[src/sv/bsp_pkg.sv]
`default_nettype none

package bsp_pkg;

  localparam int ATAN_LEN          = 24;
  localparam int CORDIC_STAGES_DEF = 16;
  // Quotient width of the divider chain; also its number of cells.
  localparam int DIV_W             = 33;
  // Width of the rotator's x, y and z values (Q28).
  localparam int ZW                = 32;
  // Width of the product angle * fraction and of its range reduction.
  localparam int TW                = 34;

  localparam logic signed [TW-1:0] Q28_ONE   = 34'sd268435456;
  localparam logic signed [TW-1:0] Q28_PI    = 34'sd843314857;
  localparam logic signed [TW-1:0] Q28_HPI   = 34'sd421657428;
  localparam logic signed [TW-1:0] Q28_TWOPI = 34'sd1686629713;
  localparam logic signed [ZW-1:0] Q28_KINV  = 32'sd163008219;

  // ceil(2^26 / 6); exact floor division by six for values below 2^25.
  localparam logic [23:0] RECIP6 = 24'd11184811;

  typedef struct packed {
    logic        x_neg;
    logic        ser;
    logic        lat_neg;
    logic        ax_neg;
    logic [15:0] mag;
    logic [12:0] slat;
    logic [17:0] sax;
  } axis_side_t;

  typedef struct packed {
    logic [15:0]      len;
    axis_side_t [1:0] ax;
  } side_t;

  typedef struct packed {
    logic signed [ZW-1:0] x;
    logic signed [ZW-1:0] y;
    logic signed [ZW-1:0] z;
    logic                 flip;
  } rot_t;

  typedef struct packed {
    logic [DIV_W-1:0] num;
    logic [15:0]      rem;
  } dlane_t;

  function automatic logic signed [ZW-1:0] atan_q28(input int idx);
    logic signed [ZW-1:0] v;
    case (idx)
      0:  v = 32'sd210828714;
      1:  v = 32'sd124459457;
      2:  v = 32'sd65760959;
      3:  v = 32'sd33381290;
      4:  v = 32'sd16755422;
      5:  v = 32'sd8385879;
      6:  v = 32'sd4193963;
      7:  v = 32'sd2097109;
      8:  v = 32'sd1048571;
      9:  v = 32'sd524287;
      10: v = 32'sd262144;
      11: v = 32'sd131072;
      12: v = 32'sd65536;
      13: v = 32'sd32768;
      14: v = 32'sd16384;
      15: v = 32'sd8192;
      16: v = 32'sd4096;
      17: v = 32'sd2048;
      18: v = 32'sd1024;
      19: v = 32'sd512;
      20: v = 32'sd256;
      21: v = 32'sd128;
      22: v = 32'sd64;
      23: v = 32'sd32;
      default: v = '0;
    endcase
    return v;
  endfunction

endpackage

`default_nettype wire

[src/sv/bsp_div_cell.sv]
`default_nettype none

module bsp_div_cell import bsp_pkg::*; (
  input  logic         clk,
  input  logic         rst_n,
  input  logic         in_vld,
  input  dlane_t [3:0] in_lane,
  input  side_t        in_side,
  output logic         out_vld,
  output dlane_t [3:0] out_lane,
  output side_t        out_side
);

  // Lanes 0 and 1 divide by the first angle, lanes 2 and 3 by the second.
  // Each cell settles one quotient bit; the quotient shifts in at the bottom
  // of num as the dividend shifts out at the top.
  logic         vld_r;
  dlane_t [3:0] lane_r;
  side_t        side_r;
  dlane_t [3:0] lane_nxt;
  logic [16:0]  trial [4];
  logic [16:0]  dsor  [4];
  logic         ge    [4];

  always_comb begin
    for (int k = 0; k < 4; k++) begin
      dsor[k]  = {1'b0, in_side.ax[k / 2].mag};
      trial[k] = {in_lane[k].rem, in_lane[k].num[DIV_W-1]};
      ge[k]    = trial[k] >= dsor[k];
      lane_nxt[k].rem = ge[k] ? 16'(trial[k] - dsor[k]) : trial[k][15:0];
      lane_nxt[k].num = {in_lane[k].num[DIV_W-2:0], ge[k]};
    end
  end

  always_ff @(posedge clk) begin
    if (!rst_n) begin
      vld_r <= 1'b0;
    end else begin
      vld_r <= in_vld;
    end
  end

  always_ff @(posedge clk) begin
    lane_r <= lane_nxt;
    side_r <= in_side;
  end

  assign out_vld  = vld_r;
  assign out_lane = lane_r;
  assign out_side = side_r;

endmodule

`default_nettype wire
[config.mk]
export PLATFORM = sky130hd
export DESIGN_NAME = bsp_div_cell
export DESIGN_NICKNAME = d
export VERILOG_FILES = /design/src/sv/bsp_pkg.sv /design/src/sv/bsp_div_cell.sv
export SDC_FILE = /design/constraint.sdc
export NUM_CORES = 1
export LEC_CHECK = 0
export ABC_AREA = 1
export BUFFER_PORTS_ARGS = -buffer_cell sky130_fd_sc_hd__clkbuf_2
export CAP_MARGIN = 15
export CORE_AREA = 2 2 247 249
export CTS_CLUSTER_DIAMETER = 50
export DETAILED_ROUTE_END_ITERATION = 8
export DIE_AREA = 0 0 249 251
export GPL_ROUTABILITY_DRIVEN = 0
export HOLD_SLACK_MARGIN = 0.06
export SLEW_MARGIN = 20
export SYNTH_ARGS = -nofsm -noshare
export SYNTH_HDL_FRONTEND = slang
export SYNTH_SLANG_ARGS = --single-unit
[constraint.sdc]
create_clock -name clk -period 1.9 [get_ports clk]
set_clock_uncertainty 0.1 [all_clocks]
set_input_delay 0.19 -clock clk [delete_from_list [all_inputs] [get_ports clk]]
set_output_delay 0.19 -clock clk [all_outputs]
set_load 0.1 [all_outputs]
==> flow_metrics.py <==
metrics = {
    "outcome": {
        "outcome": "complete, no violations",
    },
    "timing": {
        "finalCriticalPeriod_ps": 1890,
        "setup_viol": 0,
        "tightest_slew_ps": 687,
        "relSlewSlack_pct": 54.4,
        "fmax_mhz": 530,
        "period_share_pct": 99.3,
        "setup-tns-final_ps": 0,
        "final_max_slew_viol_count": 0,
        "finalHoldViolations": 0,
        "rsz0062_at_grt": "yes",
        "holdWs_ps": 103,
    },
    "global_route": {
        "grt_pass1_vias": 13100,
        "antenna_found_initial": 5,
        "grt_pass1_wl_um": 76500,
        "grt.total_usage_pct": 16.1,
        "grt.overflow.total": 0,
        "grt_max_degree": 20,
    },
    "die": {
        "initial_core_util_pct": 19.7,
        "die_height_um": 251,
        "core_um2": 59800,
        "die_x_um": 249,
        "rows": 90,
        "io_pins": 632,
        "die_area_um2": 62500,
    },
    "setup_path": {
        "criticalPathCategory": "primary input to flip-flop",
        "required_ps": 2290,
        "crit_start": "in_side[43]",
        "arrival_ps": 2280,
        "crit_end": "out_lane[2]",
        "crit_path_start_kind": "primary input",
        "cp_max_fo": 9,
        "worstSetupEndpointType": "flip-flop",
    },
    "layout": {
        "drive_gt1_share_pct": 39.2,
        "fin_cells": 3291,
        "fillers": 5978,
        "nets": 2860,
        "syn_to_final_growth_pct": 85.9,
    },
    "clock_network": {
        "cts_root_buffer": "clkbuf_16",
        "htree_num_levels": 2,
        "cts.clk_slew.worst_paths_ps": 60,
        "numCtsBuffers": 44,
        "cts_sinks": 315,
        "cts_tree": "built",
        "clockBufferDepth": 3,
    },
    "synth": {
        "yosysSeqAreaShare_pct": 53.4,
        "syn-num-nets": 1777,
        "avgSynthCellArea_um2": 8.48,
        "syn_area_um2": 11800,
        "ys_seq_elements": 315,
        "postSynthCellCount": 1392,
        "yosysWarnings": 0,
        "synth_cell_types": 39,
    },
    "placement": {
        "port_buffers": 631,
        "dp_hpwl_um": 39800,
        "dp.cells": 2891,
    },
    "power": {
        "leakage_uw": 0.0115,
        "peakVddDrop_mv": 0.910,
        "powerDensity_nw_per_um2": 1080,
    },
    "routing": {
        "routed_wl_um": 51900,
        "vias": 12700,
        "via_per_inst": 3.86,
        "drt_iter0_markers": 499,
        "first_pass_iters": 5,
        "ant_nets": 0,
        "drt-wirelength-per-cell_um": 15.8,
        "drc": 0,
    },
    "hold_path": {
        "hp-class": "primary input to flip-flop",
    },
    "run": {
        "maxCapViolCount": 0,
    },
}
sequential cells by signal (all words and copies together) (netlist names):
register / count
out_side: 118
out_lane: 196
out_vld: 1
layout by cell type, fill, tap and decap left out, drive strengths merged:
cell type,n
nor2,57
dfxtp,315
and3,2
nand4,16
nand3b,9
o21ai,4
inv,234
clkinvlp,3
o21a,3
ha,64
clkbuf,679
buf,109
or2,2
clkinv,8
dlygate4sd3,313
xor2,18
bufinv,4
xnor2,6
a21boi,1
nor3,10
and2,3
nand2,488
o21bai,3
a21oi,35
diode,1
nand3,117
nor4,1
fa,4
cells by family after synthesis:
group / synth area share, %
AO/OA/AOI/OAI: 2.26
XOR/XNOR: 1.78
adder cells (fa/ha/maj): 7.46
buffers and inverters: 8.06
flip-flops: 53.4
AND/OR/NAND/NOR: 27.0
power by group:
part,total (uW),internal (uW),switching (uW)
clock,8490,5120,3370
sequential,7340,7150,185
combinational,7790,1940,5850
worst max-delay path: stages:
cell,delay (ps)
dlygate4sd3_1,550
clkbuf_2,120
inv_1,140
ha_4,240
nand2_1,60
nand2_1,70
inv_1,70
nand2_1,70
and3_1,170
nor2_4,210
buf_4,160
buf_12,110
nand3_1,60
nand2_1,60
through the flow:
| stage | utilization (%) | power (uW) | cell area [um^2] | worst slack [ps] |
|---|---|---|---|---|
| after floorplan | - | 12800 | 11800 | 237 |
| after global placement | 27.8 | 14500 | 16600 | -131 |
| after detailed placement | 27.8 | 14500 | 16600 | -154 |
| after CTS | 35.6 | 23700 | 21300 | 8.68 |
| after global routing | 36.7 | 24600 | 21900 | -113 |
| final | 36.7 | 23600 | 21900 | 14.2 |
worst min path at each step:
stage / cells past startpoint / to / startpoint
after floorplan: 0 / out_lane[115] / in_lane[114]
after global placement: 1 / out_side[78] / in_side[78]
after detailed placement: 1 / out_side[73] / in_side[73]
after CTS: 5 / out_lane[63] / in_lane[62]
after global routing: 5 / out_lane[63] / in_lane[62]
final: 6 / out_lane[16] / in_lane[15]
Yosys cell counts, drive strengths merged:
master	instances	area, um^2
nor2	57	290
inv	222	833
xnor2	6	52.6
a21boi	1	11.3
and2	3	18.8
nor4	1	21.3
a21oi	35	175
o21a	3	22.5
o21bai	3	22.5
nand2	487	1970
or2	2	12.5
fa	4	80.1
xor2	18	158
nand3b	9	67.6
ha	64	801
dfxtp	315	6310
nand4	16	100
o21ai	4	35.0
and3	2	17.5
buf	13	118
nand3	117	638
nor3	10	55.1
metal layers:
metal	track usage [%]	share of wire [%]	vias to the layer above
met4	8.43	4.8	6
met3	4.42	6.6	102
met1	16.2	37	5639
met2	30.2	52	461
met5	0	0.083	-
li1	-	-	6480
cell type report:
class                   instances  area [um^2]  area share (%)
diodes                          1         2.50          0.0114
flip-flops and latches        315         6310            28.7
repair buffers               1049         7160            32.6
clock buffers                  52         1180            5.38
clock inverters                27          345            1.57
multi-input cells             843         5140            23.4
well taps                     782          978            4.46
inverters                     222          836            3.81
timing repair:
item,4_1_cts,5_1_grt
hold buffers,313,0
gates resized for setup,0,112
buffers inserted,0,7
hold endpoints to repair,312,0
setup endpoints to repair,0,67
Note: power is estimated with default switching activity, not from simulation.
