### src/sv/bsp_pkg.sv
`default_nettype none

package bsp_pkg;

  localparam int ATAN_LEN          = 24;
  localparam int CORDIC_STAGES_DEF = 16;
  // Quotient width of the divider chain; also its number of cells.
  localparam int DIV_W             = 33;
  // Width of the rotator's x, y and z values (Q28).
  localparam int ZW                = 32;
  // Width of the product angle * fraction and of its range reduction.
  localparam int TW                = 34;

  localparam logic signed [TW-1:0] Q28_ONE   = 34'sd268435456;
  localparam logic signed [TW-1:0] Q28_PI    = 34'sd843314857;
  localparam logic signed [TW-1:0] Q28_HPI   = 34'sd421657428;
  localparam logic signed [TW-1:0] Q28_TWOPI = 34'sd1686629713;
  localparam logic signed [ZW-1:0] Q28_KINV  = 32'sd163008219;

  // ceil(2^26 / 6); exact floor division by six for values below 2^25.
  localparam logic [23:0] RECIP6 = 24'd11184811;

  typedef struct packed {
    logic        x_neg;
    logic        ser;
    logic        lat_neg;
    logic        ax_neg;
    logic [15:0] mag;
    logic [12:0] slat;
    logic [17:0] sax;
  } axis_side_t;

  typedef struct packed {
    logic [15:0]      len;
    axis_side_t [1:0] ax;
  } side_t;

  typedef struct packed {
    logic signed [ZW-1:0] x;
    logic signed [ZW-1:0] y;
    logic signed [ZW-1:0] z;
    logic                 flip;
  } rot_t;

  typedef struct packed {
    logic [DIV_W-1:0] num;
    logic [15:0]      rem;
  } dlane_t;

  function automatic logic signed [ZW-1:0] atan_q28(input int idx);
    logic signed [ZW-1:0] v;
    case (idx)
      0:  v = 32'sd210828714;
      1:  v = 32'sd124459457;
      2:  v = 32'sd65760959;
      3:  v = 32'sd33381290;
      4:  v = 32'sd16755422;
      5:  v = 32'sd8385879;
      6:  v = 32'sd4193963;
      7:  v = 32'sd2097109;
      8:  v = 32'sd1048571;
      9:  v = 32'sd524287;
      10: v = 32'sd262144;
      11: v = 32'sd131072;
      12: v = 32'sd65536;
      13: v = 32'sd32768;
      14: v = 32'sd16384;
      15: v = 32'sd8192;
      16: v = 32'sd4096;
      17: v = 32'sd2048;
      18: v = 32'sd1024;
      19: v = 32'sd512;
      20: v = 32'sd256;
      21: v = 32'sd128;
      22: v = 32'sd64;
      23: v = 32'sd32;
      default: v = '0;
    endcase
    return v;
  endfunction

endpackage

`default_nettype wire

### src/sv/bsp_cordic_cell.sv
`default_nettype none

module bsp_cordic_cell import bsp_pkg::*; #(
  parameter int STAGE = 0
) (
  input  logic       clk,
  input  logic       rst_n,
  input  logic       in_vld,
  input  rot_t [1:0] in_rot,
  input  side_t      in_side,
  output logic       out_vld,
  output rot_t [1:0] out_rot,
  output side_t      out_side
);

  localparam logic signed [ZW-1:0] ATAN = atan_q28(STAGE);

  logic                 vld_r;
  rot_t [1:0]           rot_r;
  side_t                side_r;
  rot_t [1:0]           rot_nxt;
  logic signed [ZW-1:0] dx [2];
  logic signed [ZW-1:0] dy [2];

  always_comb begin
    for (int k = 0; k < 2; k++) begin
      dx[k] = in_rot[k].y >>> STAGE;
      dy[k] = in_rot[k].x >>> STAGE;
      rot_nxt[k].flip = in_rot[k].flip;
      if (!in_rot[k].z[ZW-1]) begin
        rot_nxt[k].x = in_rot[k].x - dx[k];
        rot_nxt[k].y = in_rot[k].y + dy[k];
        rot_nxt[k].z = in_rot[k].z - ATAN;
      end else begin
        rot_nxt[k].x = in_rot[k].x + dx[k];
        rot_nxt[k].y = in_rot[k].y - dy[k];
        rot_nxt[k].z = in_rot[k].z + ATAN;
      end
    end
  end

  always_ff @(posedge clk) begin
    if (!rst_n) begin
      vld_r <= 1'b0;
    end else begin
      vld_r <= in_vld;
    end
  end

  always_ff @(posedge clk) begin
    rot_r  <= rot_nxt;
    side_r <= in_side;
  end

  assign out_vld  = vld_r;
  assign out_rot  = rot_r;
  assign out_side = side_r;

endmodule

`default_nettype wire

### config.mk
export PLATFORM = sky130hd
export DESIGN_NAME = bsp_cordic_cell
export DESIGN_NICKNAME = d
export VERILOG_FILES = /design/src/sv/bsp_pkg.sv /design/src/sv/bsp_cordic_cell.sv
export SDC_FILE = /design/constraint.sdc
export NUM_CORES = 1
export LEC_CHECK = 0
export ABC_AREA = 1
export BUFFER_PORTS_ARGS = -buffer_cell sky130_fd_sc_hd__buf_2
export CAP_MARGIN = 15
export CORE_ASPECT_RATIO = 0.5
export CORE_UTILIZATION = 25
export CTS_BUF_LIST = sky130_fd_sc_hd__clkbuf_8
export CTS_CLUSTER_SIZE = 40
export DETAILED_ROUTE_END_ITERATION = 7
export GPL_TIMING_DRIVEN = 0
export SKIP_CTS_REPAIR_TIMING = 1
export SLEW_MARGIN = 10
export SYNTH_ARGS = -nofsm -noshare
export SYNTH_HDL_FRONTEND = slang
export SYNTH_SLANG_ARGS = --single-unit
### constraint.sdc
create_clock -name clk -period 2.9 [get_ports clk]
set_input_delay 0 -clock clk [delete_from_list [all_inputs] [get_ports clk]]
set_output_delay 0 -clock clk [all_outputs]
set_load 0.03 [all_outputs]
==> results of run 1 <==
-- synthesized netlist by cell type (4+ instances only) --
cell,n
buf_2,45
nor2_2,5
or2_2,4
nor3_2,5
nor3_1,31
and2_1,11
nand4_1,53
nand3_1,329
inv_2,6
nand2_1,1250
o21a_1,10
nor4_1,4
o21ai_1,18
xor2_1,82
buf_1,6
clkbuf_1,19
nor2_1,340
dfxtp_1,311
xnor2_1,12
o21bai_1,35
buf_4,10
a21o_1,6
a21boi_0,6
nand2_2,5
inv_1,641
ha_1,246
a31oi_1,8
o21ai_0,154
o211ai_2,4
fa_1,8
a21oi_1,219
nand3b_1,8
o22ai_1,8
-- logic make-up after synthesis --
group	share of synthesized area
and+or+nand+nor	0.350
xor gates and xnor gates	0.0341
AOI/OAI and AO/OA	0.106
muxes	0.000829
adders and majority gates	0.134
buffers and inverters	0.117
DFF	0.258
-- sequential cells by signal, summed over array words and instances, names as in the netlist --
register and count:
out_rot 192, out_vld 1, out_side 118
-- routing by layer --
metal	track usage	routed length, µm	vias up
met2	0.371	54600	1070
met5	0	54	-
met3	0.0501	9460	218
li1	-	-	14300
met4	0.0962	4820	8
met1	0.285	48900	13100
-- stage by stage --
step | setup slack, ns | hold WS, ns | setup TNS [ns] | utilization | cells
finish | 0.128 | -0.0242 | 0 | 0.349 | 6234
global route | 0.0281 | -0.00661 | 0 | 0.349 | 6230
CTS | 0.0581 | -0.705 | 0 | 0.315 | 5910
detailed placement | -0.679 | 0.104 | -16.88 | 0.303 | 5812
global placement | -1.30 | 0.102 | -41.99 | 0.303 | 5812
floorplan | 0.607 | 0.0277 | 0 | - | 3914
-- cell usage in the layout, fill, tap and decap left out, types with 10 or more instances in the layout --
| cell | n |
|---|---|
| dfxtp_1 | 311 |
| a21oi_1 | 219 |
| nor3_1 | 31 |
| buf_4 | 10 |
| nand4_1 | 53 |
| and2_1 | 11 |
| o21ai_1 | 18 |
| o21a_1 | 10 |
| buf_2 | 672 |
| o21bai_1 | 35 |
| clkinv_2 | 11 |
| xnor2_1 | 12 |
| nand3_1 | 329 |
| nor2_1 | 340 |
| dlygate4sd3_1 | 315 |
| o21ai_0 | 154 |
| ha_1 | 246 |
| clkbuf_1 | 16 |
| diode_2 | 10 |
| inv_1 | 649 |
| clkbuf_8 | 60 |
| xor2_1 | 82 |
| nand2_1 | 1250 |
-- power by group through the flow --
stage / sequential [W] / clock (W) / combinational, W
floorplan: 0.00634 / 0 / 0.00280
global placement: 0.00516 / 0 / 0.00631
detailed placement: 0.00516 / 0 / 0.00630
CTS: 0.00507 / 0.00491 / 0.00632
global route: 0.00512 / 0.00511 / 0.00729
finish: 0.00507 / 0.00472 / 0.00678
-- how the worst max path moves through the flow --
| stage | from | endpoint | slack [ns] | cells after the start |
|---|---|---|---|---|
| final | in_rot[32] | out_rot[31] | 0.13 | 12 |
| after global routing | in_rot[32] | out_rot[28] | 0.03 | 13 |
| after CTS | in_rot[129] | out_rot[121] | 0.06 | 13 |
| after detailed placement | in_rot[129] | out_rot[121] | -0.68 | 13 |
| after global placement | in_rot[129] | out_rot[121] | -1.30 | 13 |
| after floorplan | in_rot[129] | out_rot[127] | 0.61 | 13 |
-- cell type report --
cell class,count,area (µm²),share of cell area
clock buffer,60,826,0.0248
tap,1271,1590,0.0478
sequential,311,6230,0.187
inverter,648,2430,0.0731
antenna,10,25.0,0.000752
multi-input combinational,2874,15100,0.454
clock inverter,38,404,0.0121
timing repair buffer,942,6290,0.189
buffer,80,400,0.0120
-- worst max-delay path, delay by kind of cell --
kind	cells	cell delay, ns
AO/OA/AOI/OAI	2	0.33
adder cells (fa/ha/maj)	1	0.54
buffers and inverters	5	2.23
AND/OR/NAND/NOR	4	0.25
==> results by group, run 1 <==
Run status
  • Status: complete, but fails checks
  • Failing checks: negative hold slack

Synth
  • Share of Yosys cell area claimed by the top area cell type: 0.258
  • Post-synth cell types: 42
  • Synth top area cells: dfxtp_1, nand2_1, ha_1
  • Main synth FF type: dfxtp_1
  • Synth Register Bits: 311
  • Sequential area share after synthesis: 0.258
  • Avg Cell Area, Syn: 6.17 µm²
  • FFs w/ async S/R, synth: 0
  • Synth Instances: 3,914
  • Ys Warns: 0
  • Number of synthesized flops with an enable pin: 0
  • Synthesized net count: 4,483
  • Synth area leader: dfxtp_1
  • Mapped cell area: 24,200 µm²

Critical path
  • Critical Path RT: 3.51 ns
  • CP dominant cell by count: nand2_1
  • Max stage delay on crit path: 0.57 ns
  • Cell breakdown of the critical path: buf_2, clkbuf_1, clkinv_1, clkbuf_2, ha_1, a21oi_1, dlygate4sd3_1, nand3_1, a21oi_1, nand2_1, nand2_1, nand2_1
  • WP data arrival: 3.38 ns
  • Critical path class: in2reg
  • Max Fanout on Critical Path: 24
  • Crit-path slowest cell: dlygate4sd3_1
  • Crit start category: input port
  • Setup crit end kind: register

Cells and area
  • Final nets: 5,479
  • Synthesis-to-layout area growth: 37.8%
  • Ratio of cells with drive above 1 in the final layout: 0.163
  • Design area: 33,300 µm²
  • Fill cell count: 10,600

Power
  • Share of total power in sequential cells: 0.306
  • Leakage: 18.0 nW
  • Switch Pwr: 0.00706 W
  • Pint: 0.00951 W
  • Pwr per Cell Area: 498 nW/µm²
  • Overall power: 0.0166 W
  • Clock network power share: 0.285
  • Switching share of power: 0.426
  • Comb pwr share: 0.409
  • VDD IR max: 389 µV

Timing
  • Slew Limit Fails: 0
  • Minimum clock period: 2.77 ns
  • Endpoints failing hold: 4
  • RSZ-0062 raised after global routing: no
  • Fmax: 361 MHz
  • Final setup fails: 0
  • Fin crit share: 0.956
  • Hold Slack: -0.0242 ns
  • Least-Margin Pin Slew: 1.02 ns
  • Slew margin rel.: 0.321

Drt
  • 1st-pass router iterations: 6
  • DR WL/cell: 18.9 µm
  • WL final: 118,000 µm
  • Vias per cell: 4.60
  • Final ANT Viol Nets: 0
  • Vias after detailed routing: 28,700
  • DRC errors left: 0
  • DRT iter0 DRCs: 2,599

Clock network
  • Clock slew at reported path FFs: 0.07 ns
  • H-tree levels: 2
  • Clock buffer count from CTS: 53
  • Clock Path Buffers: 3
  • CTS tree: built
  • CTS root buf: clkbuf_8
  • TritonCTS Sinks: 311

Job
  • Max-Cap Viols: 0

Floorplanning
  • Die Footprint: 98,000 µm²
  • Die H: 222 µm
  • Die Wd: 442 µm
  • Rows: 80
  • Initial Util: 0.253
  • I/O pins: 628
  • Core area: 95,500 µm²

Placement
  • Post-DP Area: 28,900 µm²
  • Final Wtd Congestion: 0.994
  • IO Port Bufs: 627
  • DP HPWL: 98,900 µm

Min path
  • Hold depth: 6
  • Hold Path Origin: in_rot[74]
  • Tightest Hold Check Type: in2reg
  • Hold endpoint: out_rot[74]

GRT
  • GRT Util Overall: 0.226
  • Grt total ovfl: 0
  • Vias in the first global route: 25,500
  • First-pass GRT wire length: 163,000 µm
  • Initial antenna violation count: 20
  • Largest net degree at the start of global routing: 25
(Power assumes the default switching activity.)
==> run 2, diff against run 1 <==
--- a/config.mk
+++ b/config.mk
@@ -8,12 +8,15 @@
 export ABC_AREA = 1
 export BUFFER_PORTS_ARGS = -buffer_cell sky130_fd_sc_hd__buf_2
 export CAP_MARGIN = 15
+export CELL_PAD_IN_SITES_DETAIL_PLACEMENT = 1
+export CELL_PAD_IN_SITES_GLOBAL_PLACEMENT = 1
 export CORE_ASPECT_RATIO = 0.5
-export CORE_UTILIZATION = 25
+export CORE_UTILIZATION = 38
 export CTS_BUF_LIST = sky130_fd_sc_hd__clkbuf_8
 export CTS_CLUSTER_SIZE = 40
 export DETAILED_ROUTE_END_ITERATION = 7
 export GPL_TIMING_DRIVEN = 0
+export PLACE_DENSITY_LB_ADDON = 0.1
 export SKIP_CTS_REPAIR_TIMING = 1
 export SLEW_MARGIN = 10
 export SYNTH_ARGS = -nofsm -noshare
==> results by group, run 2 (synthesized netlist as in run 1, its figures left out) <==
Power
  • Switching share of power: 0.436 (+0.0103)
  • Leakage: 17.7 nW (-1.9%)
  • Pint: 0.00927 W (-2.5%)
  • Clock network power share: 0.275 (-0.010)
  • Switch Pwr: 0.00718 W (+1.7%)
  • VDD IR max: 354 µV (-9.1%)
  • Share of total power in sequential cells: 0.310 (+0.004)
  • Comb pwr share: 0.415 (+0.006)
  • Pwr per Cell Area: 516 nW/µm² (+3.5%)

Timing
  • Slew margin rel.: 0.263 (-0.0572)
  • Slew Limit Fails: 0 (unchanged)
  • Minimum clock period: 3.39 ns (+0.615 ns)
  • Fin crit share: 1.17 (+0.212)
  • Setup ws final: -0.487 ns (-0.615 ns)
  • Setup TNS: -1.40 ns (-1.40 ns)
  • Fmax: 295 MHz (-18%)
  • Final setup fails: 9 (+9)
  • Hold Slack: -0.0166 ns (+0.00766 ns)
  • Least-Margin Pin Slew: 1.10 ns (+0.0859 ns)
  • Endpoints failing hold: 7 (+3)

Critical path
  • Setup crit end kind: register
  • Critical path class: in2reg
  • Critical Path RT: 3.42 ns (-0.09 ns)
  • Crit-path slowest cell: o21ai_1
  • Max Fanout on Critical Path: 18 (-25%)
  • CP delay by family, top: buffers and inverters
  • Levels on crit path: 13 (+1)
  • Cell breakdown of the critical path: clkbuf_4, inv_1, clkbuf_1, clkbuf_2, buf_12, ha_1, nand2_1, o21ai_1, inv_1, o21ai_1, nand4_1, nand3_1, a21oi_1
  • Max stage delay on crit path: 0.59 ns (+0.02 ns)
  • WP buf/inv: 6 (+1)
  • Crit start category: input port
  • WP data arrival: 3.91 ns (+0.53 ns)

Floorplanning
  • Die Footprint: 64,600 µm² (-34%)
  • Rows: 64 (-20%)
  • I/O pins: 628 (unchanged)
  • Core area: 62,000 µm² (-35%)
  • Die Wd: 359 µm (-19%)
  • Die H: 180 µm (-19%)
  • Initial Util: 0.390 (+0.137)

Cells and area
  • Max reg flops: 192 (unchanged)
  • Final nets: 5,405 (-1.4%)
  • Ratio of cells with drive above 1 in the final layout: 0.163 (+0.000212)
  • Sequential Area: 6230 µm² (unchanged)
  • Commonest non-fill, non-tap cell in the layout: nand2_1
  • Finished Layout Cells: 5,700 (-8.6%)
  • Design area: 31,900 µm² (-4.1%)
  • Fill cell count: 8,611 (-19%)
  • Synthesis-to-layout area growth: 32.1%
  • Fin util: 0.515 (+0.166)
  • Most frequent cells in the layout: nand2_1, buf_2, inv_1
  • Area of the multi-input gates: 15,100 µm² (unchanged)

Clock network
  • CTS tree: built
  • H-tree levels: 2 (unchanged)
  • Clock buffer count from CTS: 48 (-9.4%)
  • Clock slew at reported path FFs: 0.09 ns (+0.02 ns)
  • Clock Path Buffers: 3 (unchanged)
  • CTS root buf: clkbuf_8
  • TritonCTS Sinks: 311 (unchanged)

GRT
  • Grt total ovfl: 0 (unchanged)
  • Initial antenna violation count: 14 (-30%)
  • GRT Util Overall: 0.309 (+0.0831)
  • Vias in the first global route: 28,500 (+12%)
  • Largest net degree at the start of global routing: 23 (-8.0%)
  • First-pass GRT wire length: 157,000 µm (-3.9%)

Min path
  • Hold endpoint: out_side[11]
  • Tightest Hold Check Type: in2reg
  • Hold Path Origin: in_side[11]
  • Hold depth: 2 (-4)

Placement
  • IO Port Bufs: 627 (unchanged)
  • Post-DP Area: 28,400 µm² (-1.8%)
  • Placed insts: 5,368 (-7.6%)
  • Final Wtd Congestion: 0.956 (-3.8%)
  • DP HPWL: 87,600 µm (-11%)

Job
  • Max-Cap Viols: 0 (unchanged)

Drt
  • Vias after detailed routing: 30,000 (+4.4%)
  • 1st-pass router iterations: 7 (+1)
  • DRC errors left: 0 (unchanged)
  • WL final: 121,000 µm (+2.5%)
  • DR WL/cell: 21.2 µm (+12%)
  • Final ANT Viol Nets: 0 (unchanged)
  • Vias per cell: 5.25 (+14%)
  • DRT iter0 DRCs: 1,958 (-25%)

Run status
  • Failing checks: negative hold slack, negative setup slack
  • Status: complete, but fails checks
run 2: cell type report:
cell class / count / share of cell area
clock inverter: 26 / 0.0103
sequential: 311 / 0.195
antenna: 8 / 0.000627
tap: 825 / 0.0323
clock buffer: 55 / 0.0237
inverter: 648 / 0.0762
buffer: 80 / 0.0125
multi-input combinational: 2874 / 0.473
timing repair buffer: 873 / 0.176
run 2: worst max path at each step:
stage,endpoint,start,slack [ns]
detailed placement,out_rot[31],in_rot[32],-0.57
global route,out_rot[129],in_rot[129],-0.58
global placement,out_rot[127],in_rot[129],-1.57
CTS,out_rot[31],in_rot[32],0.12
finish,out_rot[129],in_rot[129],-0.49
floorplan,out_rot[127],in_rot[129],0.61
run 2: power by group through the flow:
stage                     combinational (W)  clock (W)  sequential [W]
after floorplan                     0.00280          0         0.00634
after global placement              0.00612          0         0.00509
after detailed placement            0.00625          0         0.00511
after CTS                           0.00628    0.00440         0.00502
after global routing                0.00730    0.00475         0.00515
final                               0.00682    0.00453         0.00510
run 2: routing by layer:
metal  track usage  part of all wire
met1         0.377              0.39
met2         0.560              0.49
met3        0.0376             0.061
met4        0.0990             0.054
met5             0           0.00074
run 2: metrics by stage:
| step | total power, W | setup WS (ns) |
|---|---|---|
| after floorplan | 0.00913 | 0.607 |
| after global placement | 0.0112 | -1.57 |
| after detailed placement | 0.0114 | -0.568 |
| after CTS | 0.0157 | 0.121 |
| after global routing | 0.0172 | -0.579 |
| final | 0.0165 | -0.487 |
